==> src/sv/csvs_pkg.sv <==
`timescale 1ns / 1ps
// ----------------------------------------------------------------------------
// csvs_pkg
// Shared constants and types of the csv line field splitter.
// ----------------------------------------------------------------------------
package csvs_pkg;

  localparam int FIELD_MAX_DEFAULT  = 512;
  localparam int MAX_FIELDS_DEFAULT = 16;

  localparam logic [4:0] EXPECTED_RESET = 5'd12;

  localparam logic [7:0] CH_QUOTE = 8'h22;
  localparam logic [7:0] CH_COMMA = 8'h2C;

  localparam logic [1:0] KIND_DATA      = 2'd0;
  localparam logic [1:0] KIND_FIELD_END = 2'd1;
  localparam logic [1:0] KIND_ACCEPT    = 2'd2;
  localparam logic [1:0] KIND_REJECT    = 2'd3;

  localparam logic [2:0] ERR_NONE     = 3'd0;
  localparam logic [2:0] ERR_UNCLOSED = 3'd1;
  localparam logic [2:0] ERR_TOO_FEW  = 3'd2;
  localparam logic [2:0] ERR_TOO_MANY = 3'd3;
  localparam logic [2:0] ERR_TOO_LONG = 3'd4;

  typedef struct packed {
    logic       valid;
    logic [1:0] kind;
    logic [3:0] field_number;
    logic [7:0] data_byte;
    logic [2:0] error_code;
  } result_t;

endpackage

==> src/sv/csvs_if.sv <==
`timescale 1ns / 1ps
// ----------------------------------------------------------------------------
// csvs interfaces
// Valid/ready channels for line bytes, results and the configuration write.
// ----------------------------------------------------------------------------
interface csvs_in_if;
  logic       valid;
  logic       ready;
  logic [7:0] byte_value;
  logic       line_end;

  modport source (output valid, output byte_value, output line_end, input ready);
  modport sink   (input valid, input byte_value, input line_end, output ready);
endinterface

interface csvs_out_if;
  logic       valid;
  logic       ready;
  logic [1:0] kind;
  logic [3:0] field_number;
  logic [7:0] data_byte;
  logic [2:0] error_code;

  modport source (output valid, output kind, output field_number, output data_byte,
                  output error_code, input ready);
  modport sink   (input valid, input kind, input field_number, input data_byte,
                  input error_code, output ready);
endinterface

interface csvs_cfg_if;
  logic       valid;
  logic       ready;
  logic [4:0] data;

  modport source (output valid, output data, input ready);
  modport sink   (input valid, input data, output ready);
endinterface

==> src/sv/csvs_step.sv <==
`timescale 1ns / 1ps
// ----------------------------------------------------------------------------
// csvs_step
// Per-byte parser update: next line state and the result of one transaction.
// ----------------------------------------------------------------------------
module csvs_step #(
  parameter int FIELD_MAX  = csvs_pkg::FIELD_MAX_DEFAULT,
  parameter int MAX_FIELDS = csvs_pkg::MAX_FIELDS_DEFAULT,
  parameter int LW         = $clog2(FIELD_MAX),
  parameter int FW         = (MAX_FIELDS > 1) ? $clog2(MAX_FIELDS) : 1
) (
  input  logic [7:0]        byte_value,
  input  logic              line_end,
  input  logic [4:0]        field_goal,
  input  logic              quoted_mode,
  input  logic              quote_pending,
  input  logic [FW-1:0]     current_field,
  input  logic [LW-1:0]     current_length,
  input  logic [2:0]        latched_error,
  output logic              quoted_mode_next,
  output logic              quote_pending_next,
  output logic [FW-1:0]     current_field_next,
  output logic [LW-1:0]     current_length_next,
  output logic [2:0]        latched_error_next,
  output csvs_pkg::result_t res
);
  import csvs_pkg::*;

  logic [6:0]  field_ext;
  logic [6:0]  field_p1;
  logic [LW:0] len_p1;
  logic        do_unq;
  logic        do_put;
  logic [7:0]  put_byte;
  logic [2:0]  end_err;

  assign field_ext = 7'(current_field);
  assign field_p1  = field_ext + 7'd1;
  assign len_p1    = (LW + 1)'(current_length) + (LW + 1)'(1);

  always_comb begin
    quoted_mode_next    = quoted_mode;
    quote_pending_next  = quote_pending;
    current_field_next  = current_field;
    current_length_next = current_length;
    latched_error_next  = latched_error;
    res.valid           = 1'b0;
    res.kind            = KIND_DATA;
    res.field_number    = field_ext[3:0];
    res.data_byte       = 8'd0;
    res.error_code      = ERR_NONE;
    do_unq              = 1'b0;
    do_put              = 1'b0;
    put_byte            = byte_value;
    end_err             = latched_error;

    if (line_end) begin
      if (latched_error == ERR_NONE) begin
        if (quoted_mode && !quote_pending) begin
          end_err = ERR_UNCLOSED;
        end else if (field_goal == 5'd0) begin
          end_err = ERR_TOO_MANY;
        end else if (field_p1 != 7'(field_goal)) begin
          end_err = ERR_TOO_FEW;
        end
      end
      res.valid           = 1'b1;
      res.kind            = (end_err == ERR_NONE) ? KIND_ACCEPT : KIND_REJECT;
      res.error_code      = end_err;
      quoted_mode_next    = 1'b0;
      quote_pending_next  = 1'b0;
      current_field_next  = '0;
      current_length_next = '0;
      latched_error_next  = ERR_NONE;
    end else if (latched_error == ERR_NONE) begin
      if (quoted_mode) begin
        if (quote_pending) begin
          quote_pending_next = 1'b0;
          if (byte_value == CH_QUOTE) begin
            do_put = 1'b1;
          end else begin
            // closing quote: the byte is taken as unquoted
            quoted_mode_next = 1'b0;
            do_unq           = 1'b1;
          end
        end else if (byte_value == CH_QUOTE) begin
          quote_pending_next = 1'b1;
        end else begin
          do_put = 1'b1;
        end
      end else begin
        do_unq = 1'b1;
      end

      if (do_unq) begin
        if (byte_value == CH_QUOTE) begin
          quoted_mode_next = 1'b1;
        end else if (byte_value == CH_COMMA) begin
          if (field_p1 >= 7'(field_goal) || field_p1 >= 7'(MAX_FIELDS)) begin
            latched_error_next = ERR_TOO_MANY;
          end else begin
            res.valid           = 1'b1;
            res.kind            = KIND_FIELD_END;
            current_field_next  = field_p1[FW-1:0];
            current_length_next = '0;
          end
        end else begin
          do_put = 1'b1;
        end
      end

      if (do_put) begin
        if (len_p1 >= (LW + 1)'(FIELD_MAX)) begin
          latched_error_next = ERR_TOO_LONG;
        end else begin
          current_length_next = len_p1[LW-1:0];
          res.valid           = 1'b1;
          res.kind            = KIND_DATA;
          res.data_byte       = put_byte;
        end
      end
    end
  end

endmodule

==> src/sv/csv_line_field_splitter.sv <==
`timescale 1ns / 1ps
// ----------------------------------------------------------------------------
// csv_line_field_splitter
// Splits a csv line, one byte per transaction, into data bytes and field ends.
// ----------------------------------------------------------------------------
// The block takes one byte (or a line end) per clock. Each accepted byte is
// parsed in the cycle it arrives and its result, if any, is loaded into a
// single output register, so a result appears in the cycle after its byte. The
// input is stalled only while that output register holds a result that the
// sink has not taken. Quotes open quoted mode, a doubled quote inside gives a
// literal quote, and an unquoted comma ends a field. The first error of a line
// is kept and the rest of the line gives no results; the line end returns
// accept or reject with the error code. The required field count is written
// through the cfg channel, which is always ready, and should be written
// between lines.
module csv_line_field_splitter #(
  parameter int FIELD_MAX  = csvs_pkg::FIELD_MAX_DEFAULT,
  parameter int MAX_FIELDS = csvs_pkg::MAX_FIELDS_DEFAULT
) (
  input  logic       clk,
  input  logic       rst,
  csvs_in_if.sink    items,
  csvs_out_if.source results,
  csvs_cfg_if.sink   cfg
);
  import csvs_pkg::*;

  localparam int LW = $clog2(FIELD_MAX);
  localparam int FW = (MAX_FIELDS > 1) ? $clog2(MAX_FIELDS) : 1;

  logic [4:0]    field_goal;
  logic          quoted_mode;
  logic          quote_pending;
  logic [FW-1:0] current_field;
  logic [LW-1:0] current_length;
  logic [2:0]    latched_error;

  logic          quoted_mode_next;
  logic          quote_pending_next;
  logic [FW-1:0] current_field_next;
  logic [LW-1:0] current_length_next;
  logic [2:0]    latched_error_next;

  result_t       res;
  result_t       out_reg;
  logic          take;

  assign cfg.ready   = 1'b1;
  assign items.ready = !out_reg.valid || results.ready;
  assign take        = items.valid && items.ready;

  csvs_step #(
    .FIELD_MAX  (FIELD_MAX),
    .MAX_FIELDS (MAX_FIELDS),
    .LW         (LW),
    .FW         (FW)
  ) u_step (
    .byte_value          (items.byte_value),
    .line_end            (items.line_end),
    .field_goal          (field_goal),
    .quoted_mode         (quoted_mode),
    .quote_pending       (quote_pending),
    .current_field       (current_field),
    .current_length      (current_length),
    .latched_error       (latched_error),
    .quoted_mode_next    (quoted_mode_next),
    .quote_pending_next  (quote_pending_next),
    .current_field_next  (current_field_next),
    .current_length_next (current_length_next),
    .latched_error_next  (latched_error_next),
    .res                 (res)
  );

  // only the valid bit of the output register is reset
  always_ff @(posedge clk) begin
    if (rst) begin
      field_goal     <= EXPECTED_RESET;
      quoted_mode    <= 1'b0;
      quote_pending  <= 1'b0;
      current_field  <= '0;
      current_length <= '0;
      latched_error  <= ERR_NONE;
      out_reg.valid  <= 1'b0;
    end else begin
      if (cfg.valid) begin
        field_goal <= cfg.data;
      end
      if (take) begin
        quoted_mode    <= quoted_mode_next;
        quote_pending  <= quote_pending_next;
        current_field  <= current_field_next;
        current_length <= current_length_next;
        latched_error  <= latched_error_next;
        out_reg        <= res;
      end else if (results.ready) begin
        out_reg.valid <= 1'b0;
      end
    end
  end

  assign results.valid        = out_reg.valid;
  assign results.kind         = out_reg.kind;
  assign results.field_number = out_reg.field_number;
  assign results.data_byte    = out_reg.data_byte;
  assign results.error_code   = out_reg.error_code;

endmodule
==> src/flat_wrapper.sv <==
// flat-port wrapper written by rule: the top's interface ports become plain ports
module csv_line_field_splitter_flat import csvs_pkg::*;
#(
  parameter int FIELD_MAX  = csvs_pkg::FIELD_MAX_DEFAULT,
  parameter int MAX_FIELDS = csvs_pkg::MAX_FIELDS_DEFAULT
)
  (clk, rst, items_valid, items_byte_value, items_line_end, items_ready, results_valid, results_kind, results_field_number, results_data_byte, results_error_code, results_ready, cfg_valid, cfg_data, cfg_ready);
  csvs_in_if items_i ();
  csvs_out_if results_i ();
  csvs_cfg_if cfg_i ();
  input  logic clk;
  input  logic rst;
  input wire logic [$bits(items_i.valid)-1:0] items_valid;
  input wire logic [$bits(items_i.byte_value)-1:0] items_byte_value;
  input wire logic [$bits(items_i.line_end)-1:0] items_line_end;
  output wire logic [$bits(items_i.ready)-1:0] items_ready;
  output wire logic [$bits(results_i.valid)-1:0] results_valid;
  output wire logic [$bits(results_i.kind)-1:0] results_kind;
  output wire logic [$bits(results_i.field_number)-1:0] results_field_number;
  output wire logic [$bits(results_i.data_byte)-1:0] results_data_byte;
  output wire logic [$bits(results_i.error_code)-1:0] results_error_code;
  input wire logic [$bits(results_i.ready)-1:0] results_ready;
  input wire logic [$bits(cfg_i.valid)-1:0] cfg_valid;
  input wire logic [$bits(cfg_i.data)-1:0] cfg_data;
  output wire logic [$bits(cfg_i.ready)-1:0] cfg_ready;
  assign items_i.valid = items_valid;
  assign items_i.byte_value = items_byte_value;
  assign items_i.line_end = items_line_end;
  assign items_ready = items_i.ready;
  assign results_valid = results_i.valid;
  assign results_kind = results_i.kind;
  assign results_field_number = results_i.field_number;
  assign results_data_byte = results_i.data_byte;
  assign results_error_code = results_i.error_code;
  assign results_i.ready = results_ready;
  assign cfg_i.valid = cfg_valid;
  assign cfg_i.data = cfg_data;
  assign cfg_ready = cfg_i.ready;
  csv_line_field_splitter #(.FIELD_MAX(FIELD_MAX), .MAX_FIELDS(MAX_FIELDS)) u_core (.clk(clk), .rst(rst), .items(items_i), .results(results_i), .cfg(cfg_i));
endmodule
==> config.mk <==
export PLATFORM = sky130hd
export DESIGN_NAME = csv_line_field_splitter_flat
export DESIGN_NICKNAME = d
export VERILOG_FILES = /design/src/sv/csvs_pkg.sv /design/src/sv/csvs_if.sv /design/src/sv/csvs_step.sv /design/src/sv/csv_line_field_splitter.sv /design/src/flat_wrapper.sv
export SDC_FILE = /design/constraint.sdc
export NUM_CORES = 1
export LEC_CHECK = 0
export ABC_AREA = 1
export BUFFER_PORTS_ARGS = -buffer_cell sky130_fd_sc_hd__buf_2
export CORE_MARGIN = 1
export CORE_UTILIZATION = 35
export DETAILED_ROUTE_END_ITERATION = 7
export PLACE_DENSITY_LB_ADDON = 0.05
export SYNTH_ARGS = -nofsm -noshare
export SYNTH_HDL_FRONTEND = slang
export SYNTH_SLANG_ARGS = --single-unit
==> constraint.sdc <==
create_clock -name clk -period 2.1 [get_ports clk]
set_clock_uncertainty 0.2 [all_clocks]
set_input_delay 0.42 -clock clk [delete_from_list [all_inputs] [get_ports clk]]
set_output_delay 0.42 -clock clk [all_outputs]
set_load 0.01 [all_outputs]
==> flow_metrics.py, run 1 <==
metrics = {
    "status": {
        "status": "finished with violations",
        "violations": "negative setup slack",
    },
    "timing": {
        "period_needed_ns": 2.208,
        "timing.fmax_mhz": 452.9,
        "maxSlewViolCount": 0,
        "rsz0062_at_grt": "true",
        "fin_ws_ns": -0.1078,
        "period_share": 1.051,
        "holdWs_ns": 0.1366,
        "hold_viol_final": 0,
        "setup-violations-final": 13,
    },
    "drt": {
        "ant_nets": 0,
        "vias": 1944,
        "first_pass_iters": 4,
        "drc": 0,
        "drt-initial-drc-count": 69,
        "drt-wirelength-per-cell_microns": 12.61,
        "routed_wl_microns": 5269,
        "vias_per_cell": 4.651,
    },
    "placed_design": {
        "numPortBuffers": 37,
        "hpwl_microns": 3778,
        "placed_area_sq_um": 2674,
        "finalWeightedCongestion": 0.7841,
    },
    "setup_path": {
        "critPathLaunchType": "flop",
        "worstPathCellList": "ha_4 > xor2_4 > ha_4 > nand2_2 > nor2_2 > nand3_1 > nand2_1 > nor2_2 > nand2_4 > buf_6 > nand3_2 > nand2_1 > nand2_1 > a21oi_2",
        "slowest_stage": "dfxtp_2",
        "end_kind": "flop",
        "cp.required_ns": 2.14,
        "cp_data_arrival_time_ns": 2.25,
        "slowest_delay_ns": 0.35,
        "worst-path-max-fanout": 6,
        "crit_path_frequent_cell": "nand2_1",
        "critPathKind": "reg -> reg",
    },
    "clock_network": {
        "clock_path_buffers": 2,
        "cts_root_buf": "clkbuf_8",
        "numClockSinks": 41,
        "ctsHtreeMaxLevel": 2,
        "path_clk_slew_ns": 0.08,
        "cts_buffers": 5,
        "clock_latency_ns": 0.30,
        "tritoncts": "done",
    },
    "synth": {
        "syn-instance-count": 273,
        "synth_nets": 301,
        "ys_seq_area_frac": 0.4449,
        "synth_area_per_cell_sq_um": 8.158,
        "ys_types": 34,
        "mappedNetlistArea_sq_um": 2227,
        "ys_ff_latch": 41,
        "ys_warn_count": 0,
    },
    "global_route": {
        "grt_start_max_net_pins": 18,
        "grt_pass1_vias": 1862,
        "grt_pass1_wl_microns": 8894,
        "overflow": 0,
        "antenna_found_initial": 0,
        "grtUsageTotal": 0.1766,
    },
    "flow_run": {
        "max_cap_viol_count": 0,
    },
    "die": {
        "dieWidth_microns": 81.77,
        "core_area_sq_um": 6026,
        "initial_core_util": 0.3696,
        "fp-row-count": 28,
        "pin_count": 39,
        "fp.dieH_microns": 81.77,
        "die_area_sq_um": 6686,
    },
    "power_and_ir_drop": {
        "pwr-share-clk": 0.392,
        "swShare": 0.2410,
        "intPower_mw": 1.314,
        "pwr-share-comb": 0.110,
        "power.switching_uw": 417.4,
        "p_seq_frac": 0.498,
        "cellPowerDensity_nw_per_um2": 570.1,
        "vdd.ir_drop.worst_uv": 348.9,
        "finalPower_mw": 1.732,
        "p_leak_nw": 1.314,
    },
    "layout": {
        "drive_gt1_frac": 0.4286,
        "fin_nets": 370,
        "final_cell_mix": "52 x nand2_1, 37 x buf_2, 29 x inv_1",
        "fin_area_sq_um": 3038,
        "syn_to_final_growth_pct": 36.40,
        "antennaDiodeCount": 0,
        "layout_commonest_cell": "nand2_1",
        "fin_util": 0.5042,
    },
    "min_path": {
        "hp-class": "in -> reg",
    },
}
[power groups by stage]
stage	Sequential [mW]	Combinational, mW	Clock (mW)
2_1_floorplan	0.890	0.0885	0
3_3_place_gp	0.881	0.172	0
3_5_place_dp	0.881	0.173	0
4_1_cts	0.863	0.182	0.699
5_1_grt	0.867	0.213	0.730
6_report	0.862	0.190	0.679
[state kept, by name (all words and copies together), names as in the netlist]
register	cells
u_core.results.field_number	4
u_core.field_goal	5
u_core.results.valid	1
u_core.results.kind	2
u_core.current_length	9
u_core.quote_pending	1
u_core.latched_error	3
u_core.current_field	4
u_core.results.data_byte	8
u_core.results.error_code	3
u_core.quoted_mode	1
[critical path, delay by kind of cell (launching register included)]
family / cells / cell delay [ns]
AO/OA/AOI/OAI: 1 / 0.13
AND/OR/NAND/NOR: 9 / 0.70
XOR/XNOR: 1 / 0.16
adder cells (fa/ha/maj): 2 / 0.46
flip-flops: 1 / 0.35
buffers and inverters: 1 / 0.14
[routing by layer]
layer  share of wire  up-vias  track usage
met5               0        -            0
met2            0.46       45       0.2967
met4           0.013        0      0.05088
li1                -     1026            -
met3           0.044        7      0.03444
met1            0.48      866       0.2279
[timing repair]
action / CTS / global route
setup endpoints to repair: 15 / 19
pin swaps: 21 / 13
buffers inserted: 6 / 1
gates resized for setup: 24 / 21
hold buffers: 0 / 0
[cells by family (layout without fill, tap and decap cells)]
family | count (synthesis) | in the layout | share of synthesized area
AO/OA/AOI/OAI | 45 | 45 | 0.1225
flip-flops | 41 | 41 | 0.4449
XOR/XNOR | 5 | 5 | 0.01966
buffers and inverters | 43 | 113 | 0.07640
AND/OR/NAND/NOR | 129 | 129 | 0.2843
adder cells (fa/ha/maj) | 9 | 9 | 0.05056
other | 1 | 1 | 0.001684
[layout make-up]
cell class              count  area, sq um
clock inverters             2        37.54
repair buffers             66        422.9
fillers                   583         2988
inverters                  39        148.9
multi-input cells         189         1257
well taps                  75        93.84
flip-flops and latches     41        994.7
clock buffers               6        82.58
[Yosys cell counts (all sizes together)]
library cell	number	area share
a31oi	1	0.0028
conb	1	0.0017
xor2	4	0.016
inv	39	0.067
buf	4	0.0096
o21a	1	0.0034
nand2	69	0.13
o211ai	1	0.0034
o21ai	10	0.022
nor2	29	0.060
ha	9	0.051
a21oi	31	0.083
nand3	19	0.049
nor3	4	0.014
or2	1	0.0028
dfxtp	24	0.22
edfxtp	17	0.23
o32ai	1	0.0073
nand4	6	0.024
nand3b	1	0.0034
xnor2	1	0.0039
[worst paths after layout]
check                          startpoint                       end  slack (ns)  cells after the start
setup / recovery  u_core.current_field[0]  u_core.current_length[4]       -0.11                     14
hold reg to reg   u_core.latched_error[2]   u_core.latched_error[2]        0.30                      2
setup reg to reg  u_core.current_field[0]  u_core.current_length[4]       -0.11                     14
hold / removal                cfg_data[3]      u_core.field_goal[3]        0.14                      3
[metrics by stage]
stage	std cells	setup TNS (ns)	setup WS (ns)
after floorplan	273	0	0.004872
after global placement	404	-3.440	-0.1862
after detailed placement	404	-3.321	-0.1766
after CTS	418	-0.7809	-0.1002
after global routing	418	-2.112	-0.2037
final	418	-0.7182	-0.1078
No activity file was read; power rests on OpenSTA's default activity.
==> run 2, diff against run 1 <==
- CORE_UTILIZATION: 35 -> 50
- SLEW_MARGIN: unset -> 20
==> run 2 against run 1 <==
Compared with the run above:
- count of clock-buffer cells in the layout down 1
- clock power down 24%
- highest routed layer unchanged
- sequential share of layout area up 0.32 points
- critical path depth down 6
- combinational power up 4%
- utilization up 23 points
- the flow still finishes with violations (negative setup slack)
- via count up 9.0%
==> flow_metrics.py, run 2 (synthesis results as in run 1) <==
metrics = {
    "placed_design": {
        "dp.cells": 376,
        "finalWeightedCongestion": 0.8340,
        "hpwl_microns": 3661,
        "numPortBuffers": 37,
    },
    "setup_path": {
        "cp.required_ns": 1.93,
        "rr_startpoint": "u_core.current_field[0]",
        "r2r-end": "u_core.results.kind[0]",
        "rrSetupSlack_ns": -0.12,
        "worst-path-max-fanout": 3,
        "cp_data_arrival_time_ns": 2.06,
        "ff2ff_path_depth": 8,
        "critPathLaunchType": "flop",
        "critPathKind": "reg -> reg",
        "end_kind": "flop",
    },
    "layout": {
        "fin_nets": 369,
        "largest_register_ffs": 9,
        "drive_gt1_frac": 0.4211,
        "layout_commonest_cell": "nand2_1",
        "antennaDiodeCount": 0,
        "final_cell_mix": "53 x nand2_1, 37 x buf_2, 29 x inv_1",
        "fin_util": 0.7316,
        "syn_to_final_growth_pct": 36.12,
        "regMostFlops": "u_core.current_length",
        "n_fill_cell": 299,
        "instances_no_fill": 392,
    },
    "power_and_ir_drop": {
        "intPower_mw": 1.156,
        "cellPowerDensity_nw_per_um2": 519.8,
        "swShare": 0.2664,
        "p_seq_frac": 0.545,
        "power.switching_uw": 419.9,
        "pwr-share-comb": 0.126,
        "pwr-share-clk": 0.329,
        "vdd.ir_drop.worst_uv": 426.7,
        "finalPower_mw": 1.576,
        "p_leak_nw": 1.304,
    },
    "clock_network": {
        "cts_buffers": 5,
        "cts_root_buf": "clkbuf_8",
        "ctsHtreeMaxLevel": 2,
        "numClockSinks": 41,
        "tritoncts": "done",
        "path_clk_slew_ns": 0.09,
        "clock_path_buffers": 2,
        "clock_latency_ns": 0.30,
    },
    "timing": {
        "period_needed_ns": 2.224,
        "maxSlewViolCount": 0,
        "period_share": 1.059,
        "setup_tns_ns": -1.104,
        "timing.fmax_mhz": 449.7,
        "holdWs_ns": 0.1272,
        "rsz0062_at_grt": "true",
        "hold_viol_final": 0,
        "fin_ws_ns": -0.1237,
        "setup-violations-final": 18,
    },
    "drt": {
        "first_pass_iters": 4,
        "routed_wl_microns": 5627,
        "drt-wirelength-per-cell_microns": 14.35,
        "drt-initial-drc-count": 230,
        "ant_nets": 0,
        "vias": 2118,
        "drc": 0,
        "vias_per_cell": 5.403,
    },
    "global_route": {
        "overflow": 0,
        "grt_start_max_net_pins": 18,
        "grt_pass1_vias": 1908,
        "grtUsageTotal": 0.2494,
        "grt_pass1_wl_microns": 8631,
        "antenna_found_initial": 0,
    },
    "die": {
        "pin_count": 39,
        "initial_core_util": 0.5374,
        "core_area_sq_um": 4144,
        "fp.dieH_microns": 68.74,
        "dieWidth_microns": 68.74,
        "die_area_sq_um": 4725,
        "fp-row-count": 23,
    },
    "flow_run": {
        "max_cap_viol_count": 0,
    },
    "min_path": {
        "hp-class": "in -> reg",
        "min-delay-start": "cfg_data[3]",
        "min_to": "u_core.field_goal[3]",
        "min_path_cells": 3,
    },
    "status": {
        "status": "finished with violations",
        "violations": "negative setup slack",
    },
}
[run 2: worst max path at each step]
stage                                             end                    start  cells past startpoint  slack (ns)
after floorplan               u_core.current_field[3]  u_core.current_field[0]                     12       0.005
after global placement    u_core.results.data_byte[0]      items_byte_value[3]                     13       -0.15
after detailed placement  u_core.results.data_byte[2]      items_byte_value[6]                     13       -0.19
after CTS                    u_core.current_length[6]  u_core.current_field[1]                     14       -0.12
after global routing         u_core.current_length[2]  u_core.current_field[1]                     14       -0.24
final                          u_core.results.kind[0]  u_core.current_field[0]                      8       -0.12
[run 2: worst max-delay path, stage by stage, from the launching register on]
cell and delay (ns):
dfxtp_4 0.37, ha_4 0.19, xor2_4 0.16, ha_4 0.30, nand2_4 0.05, nor2_4 0.11, nand4_1 0.16, nor3_2 0.29
o32ai_4 0.13
[run 2: repair_timing]
item | CTS | global route
pin swaps | 11 | 25
gates resized for setup | 20 | 36
hold buffers | 0 | 0
buffers inserted | 6 | 2
cloned | 1 | 0
setup endpoints to repair | 16 | 25
[run 2: cell type report]
class / count / area (sq um) / area share
clock buffer: 5 / 68.82 / 0.02270
clock inverter: 3 / 17.52 / 0.005778
inverter: 39 / 148.9 / 0.04911
multi-input combinational: 190 / 1309 / 0.4317
sequential: 41 / 1002 / 0.3306
tap: 50 / 62.56 / 0.02064
timing repair buffer: 64 / 422.9 / 0.1395
[run 2: metrics by stage]
stage | worst slack [ns] | area [sq um]
final | -0.1237 | 3032
after detailed placement | -0.1894 | 2620
after global placement | -0.1479 | 2620
after CTS | -0.1231 | 2863
after global routing | -0.2422 | 3032
after floorplan | 0.004872 | 2231
[run 2: metal layers]
| layer | vias up | global-route usage | wire length, microns |
|---|---|---|---|
| met3 | 19 | 0.05921 | 374 |
| li1 | 1033 | - | - |
| met4 | 0 | 0.08673 | 171 |
| met1 | 967 | 0.3133 | 2404 |
| met2 | 99 | 0.4167 | 2676 |
| met5 | - | 0 | 0 |
[run 2: power by group through the flow]
| stage | registers, mW | clock network [mW] | logic [mW] |
|---|---|---|---|
| after floorplan | 0.890 | 0 | 0.0885 |
| after global placement | 0.880 | 0 | 0.165 |
| after detailed placement | 0.881 | 0 | 0.169 |
| after CTS | 0.863 | 0.515 | 0.178 |
| after global routing | 0.863 | 0.552 | 0.219 |
| final | 0.860 | 0.518 | 0.198 |
==> run 3, diff against run 2 <==
- MAX_ROUTING_LAYER: unset -> met4
==> run 3 against run 2 <==
Compared with the run above:
- the flow still finishes with violations (negative setup slack)
- cell count did not move
- via count fell by 1.7%
- sequential share of layout area did not move
- critical path depth did not move
- fmax rose by 0.24%
- register-to-register slack barely moved
- sequential power barely moved
- die area did not move
- worst hold slack got worse by 0.0012 ns
- utilization did not move
- setup slack improved by 0.0053 ns
- critical endpoint unchanged
- highest routed layer unchanged
==> flow_metrics.py, run 3 (synthesis results as in run 1) <==
metrics = {
    "status": {
        "status": "finished with violations",
        "violations": "negative setup slack",
    },
    "setup_path": {
        "worst-path-max-fanout": 3,
        "critPathLaunchType": "flop",
        "cp.required_ns": 1.94,
        "cp_data_arrival_time_ns": 2.05,
        "rrSetupSlack_ns": -0.12,
        "r2r-end": "u_core.results.kind[0]",
        "end_kind": "flop",
        "critPathKind": "reg -> reg",
        "ff2ff_path_depth": 8,
        "rr_startpoint": "u_core.current_field[0]",
    },
    "placed_design": {
        "finalWeightedCongestion": 0.8468,
        "hpwl_microns": 3661,
        "numPortBuffers": 37,
    },
    "clock_network": {
        "ctsHtreeMaxLevel": 2,
        "cts_hold_buf": 0,
        "clock_path_buffers": 2,
        "clock_latency_ns": 0.30,
        "numClockSinks": 41,
        "path_clk_slew_ns": 0.09,
        "cts_buffers": 5,
        "tritoncts": "done",
        "cts_root_buf": "clkbuf_8",
    },
    "min_path": {
        "hp-class": "in -> reg",
        "min-delay-start": "cfg_data[3]",
        "min_to": "u_core.field_goal[3]",
        "min_path_cells": 3,
    },
    "power_and_ir_drop": {
        "cellPowerDensity_nw_per_um2": 521.5,
        "intPower_mw": 1.156,
        "vdd.ir_drop.worst_uv": 427.0,
        "p_seq_frac": 0.544,
        "pwr-share-comb": 0.125,
        "pwr-share-clk": 0.331,
        "p_leak_nw": 1.304,
        "swShare": 0.2687,
        "power.switching_uw": 424.8,
    },
    "layout": {
        "final_cell_mix": "53 x nand2_1, 37 x buf_2, 29 x inv_1",
        "antennaDiodeCount": 0,
        "n_fill_cell": 299,
        "regArea_sq_um": 1002,
        "multi_input_area_sq_um": 1309,
        "drive_gt1_frac": 0.4211,
        "layout_commonest_cell": "nand2_1",
        "fin_nets": 369,
        "regMostFlops": "u_core.current_length",
        "largest_register_ffs": 9,
        "syn_to_final_growth_pct": 36.12,
    },
    "timing": {
        "fin_ws_ns": -0.1183,
        "timing.fmax_mhz": 450.8,
        "maxSlewViolCount": 0,
        "period_needed_ns": 2.218,
        "period_share": 1.056,
        "setup-violations-final": 17,
        "setup_tns_ns": -1.082,
        "rsz0062_at_grt": "true",
        "holdWs_ns": 0.1260,
        "hold_viol_final": 0,
    },
    "drt": {
        "drc": 0,
        "ant_nets": 0,
        "drt-initial-drc-count": 245,
        "first_pass_iters": 4,
        "routed_wl_microns": 5598,
        "drt-wirelength-per-cell_microns": 14.28,
        "vias_per_cell": 5.314,
        "vias": 2083,
    },
    "global_route": {
        "grt_pass1_vias": 1913,
        "grtUsageTotal": 0.2565,
        "antenna_found_initial": 0,
        "grt_pass1_wl_microns": 8638,
        "grt_start_max_net_pins": 18,
        "overflow": 0,
    },
    "die": {
        "dieWidth_microns": 68.74,
        "die_area_sq_um": 4725,
        "pin_count": 39,
        "initial_core_util": 0.5374,
        "fp-row-count": 23,
        "core_area_sq_um": 4144,
        "fp.dieH_microns": 68.74,
    },
    "flow_run": {
        "max_cap_viol_count": 0,
    },
}
[run 3: cell counts in the layout (fill, tap and decap cells not counted)]
No cell type changed its count.
[run 3: worst max-delay path, cell delays in order (launching register included)]
cell and delay, ns:
dfxtp_4 0.37, ha_4 0.19, xor2_4 0.16, ha_4 0.30, nand2_4 0.05, nor2_4 0.11, nand4_1 0.16, nor3_2 0.29
o32ai_4 0.12
[run 3: repair_timing]
action                     CTS  global route
buffers inserted             6             2
resized for setup           20            36
pin swaps                   11            25
cloned                       1             0
setup endpoints to repair   16            25
[run 3: worst max path at each step]
stage                                  from  slack (ns)                          end  depth (start not counted)
detailed placement      items_byte_value[6]       -0.19  u_core.results.data_byte[2]                         13
floorplan           u_core.current_field[0]       0.005      u_core.current_field[3]                         12
global route        u_core.current_field[1]       -0.24     u_core.current_length[2]                         14
CTS                 u_core.current_field[1]       -0.12     u_core.current_length[6]                         14
global placement        items_byte_value[3]       -0.15  u_core.results.data_byte[0]                         13
finish              u_core.current_field[0]       -0.12       u_core.results.kind[0]                          8
[run 3: final cells by class]
cell class / instances / area share
sequential: 41 / 0.3306
inverter: 39 / 0.04911
clock buffer: 5 / 0.02270
timing repair buffer: 64 / 0.1395
tap: 50 / 0.02064
clock inverter: 3 / 0.005778
multi-input combinational: 190 / 0.4317
[run 3: power by group through the flow]
stage          sequential, mW  combinational [mW]  clock [mW]
6_report                0.860               0.198       0.524
3_3_place_gp            0.880               0.165           0
4_1_cts                 0.863               0.178       0.515
2_1_floorplan           0.890              0.0885           0
3_5_place_dp            0.881               0.169           0
5_1_grt                 0.863               0.219       0.552
[run 3: layer usage]
metal,track usage,up-vias,part of all wire
met4,0.09184,0,0.033
met1,0.3123,949,0.44
met5,-,-,0
met2,0.4142,82,0.47
li1,-,1032,-
met3,0.06086,20,0.061
[run 3: metrics by stage]
stage | setup slack [ns] | utilization | power (mW) | instance area (sq um) | std cells
floorplan | 0.004872 | - | 0.9781 | 2231 | 273
global placement | -0.1479 | 0.6322 | 1.045 | 2620 | 376
detailed placement | -0.1894 | 0.6322 | 1.050 | 2620 | 376
CTS | -0.1231 | 0.6908 | 1.556 | 2863 | 391
global route | -0.2422 | 0.7316 | 1.634 | 3032 | 392
finish | -0.1183 | 0.7316 | 1.581 | 3032 | 392
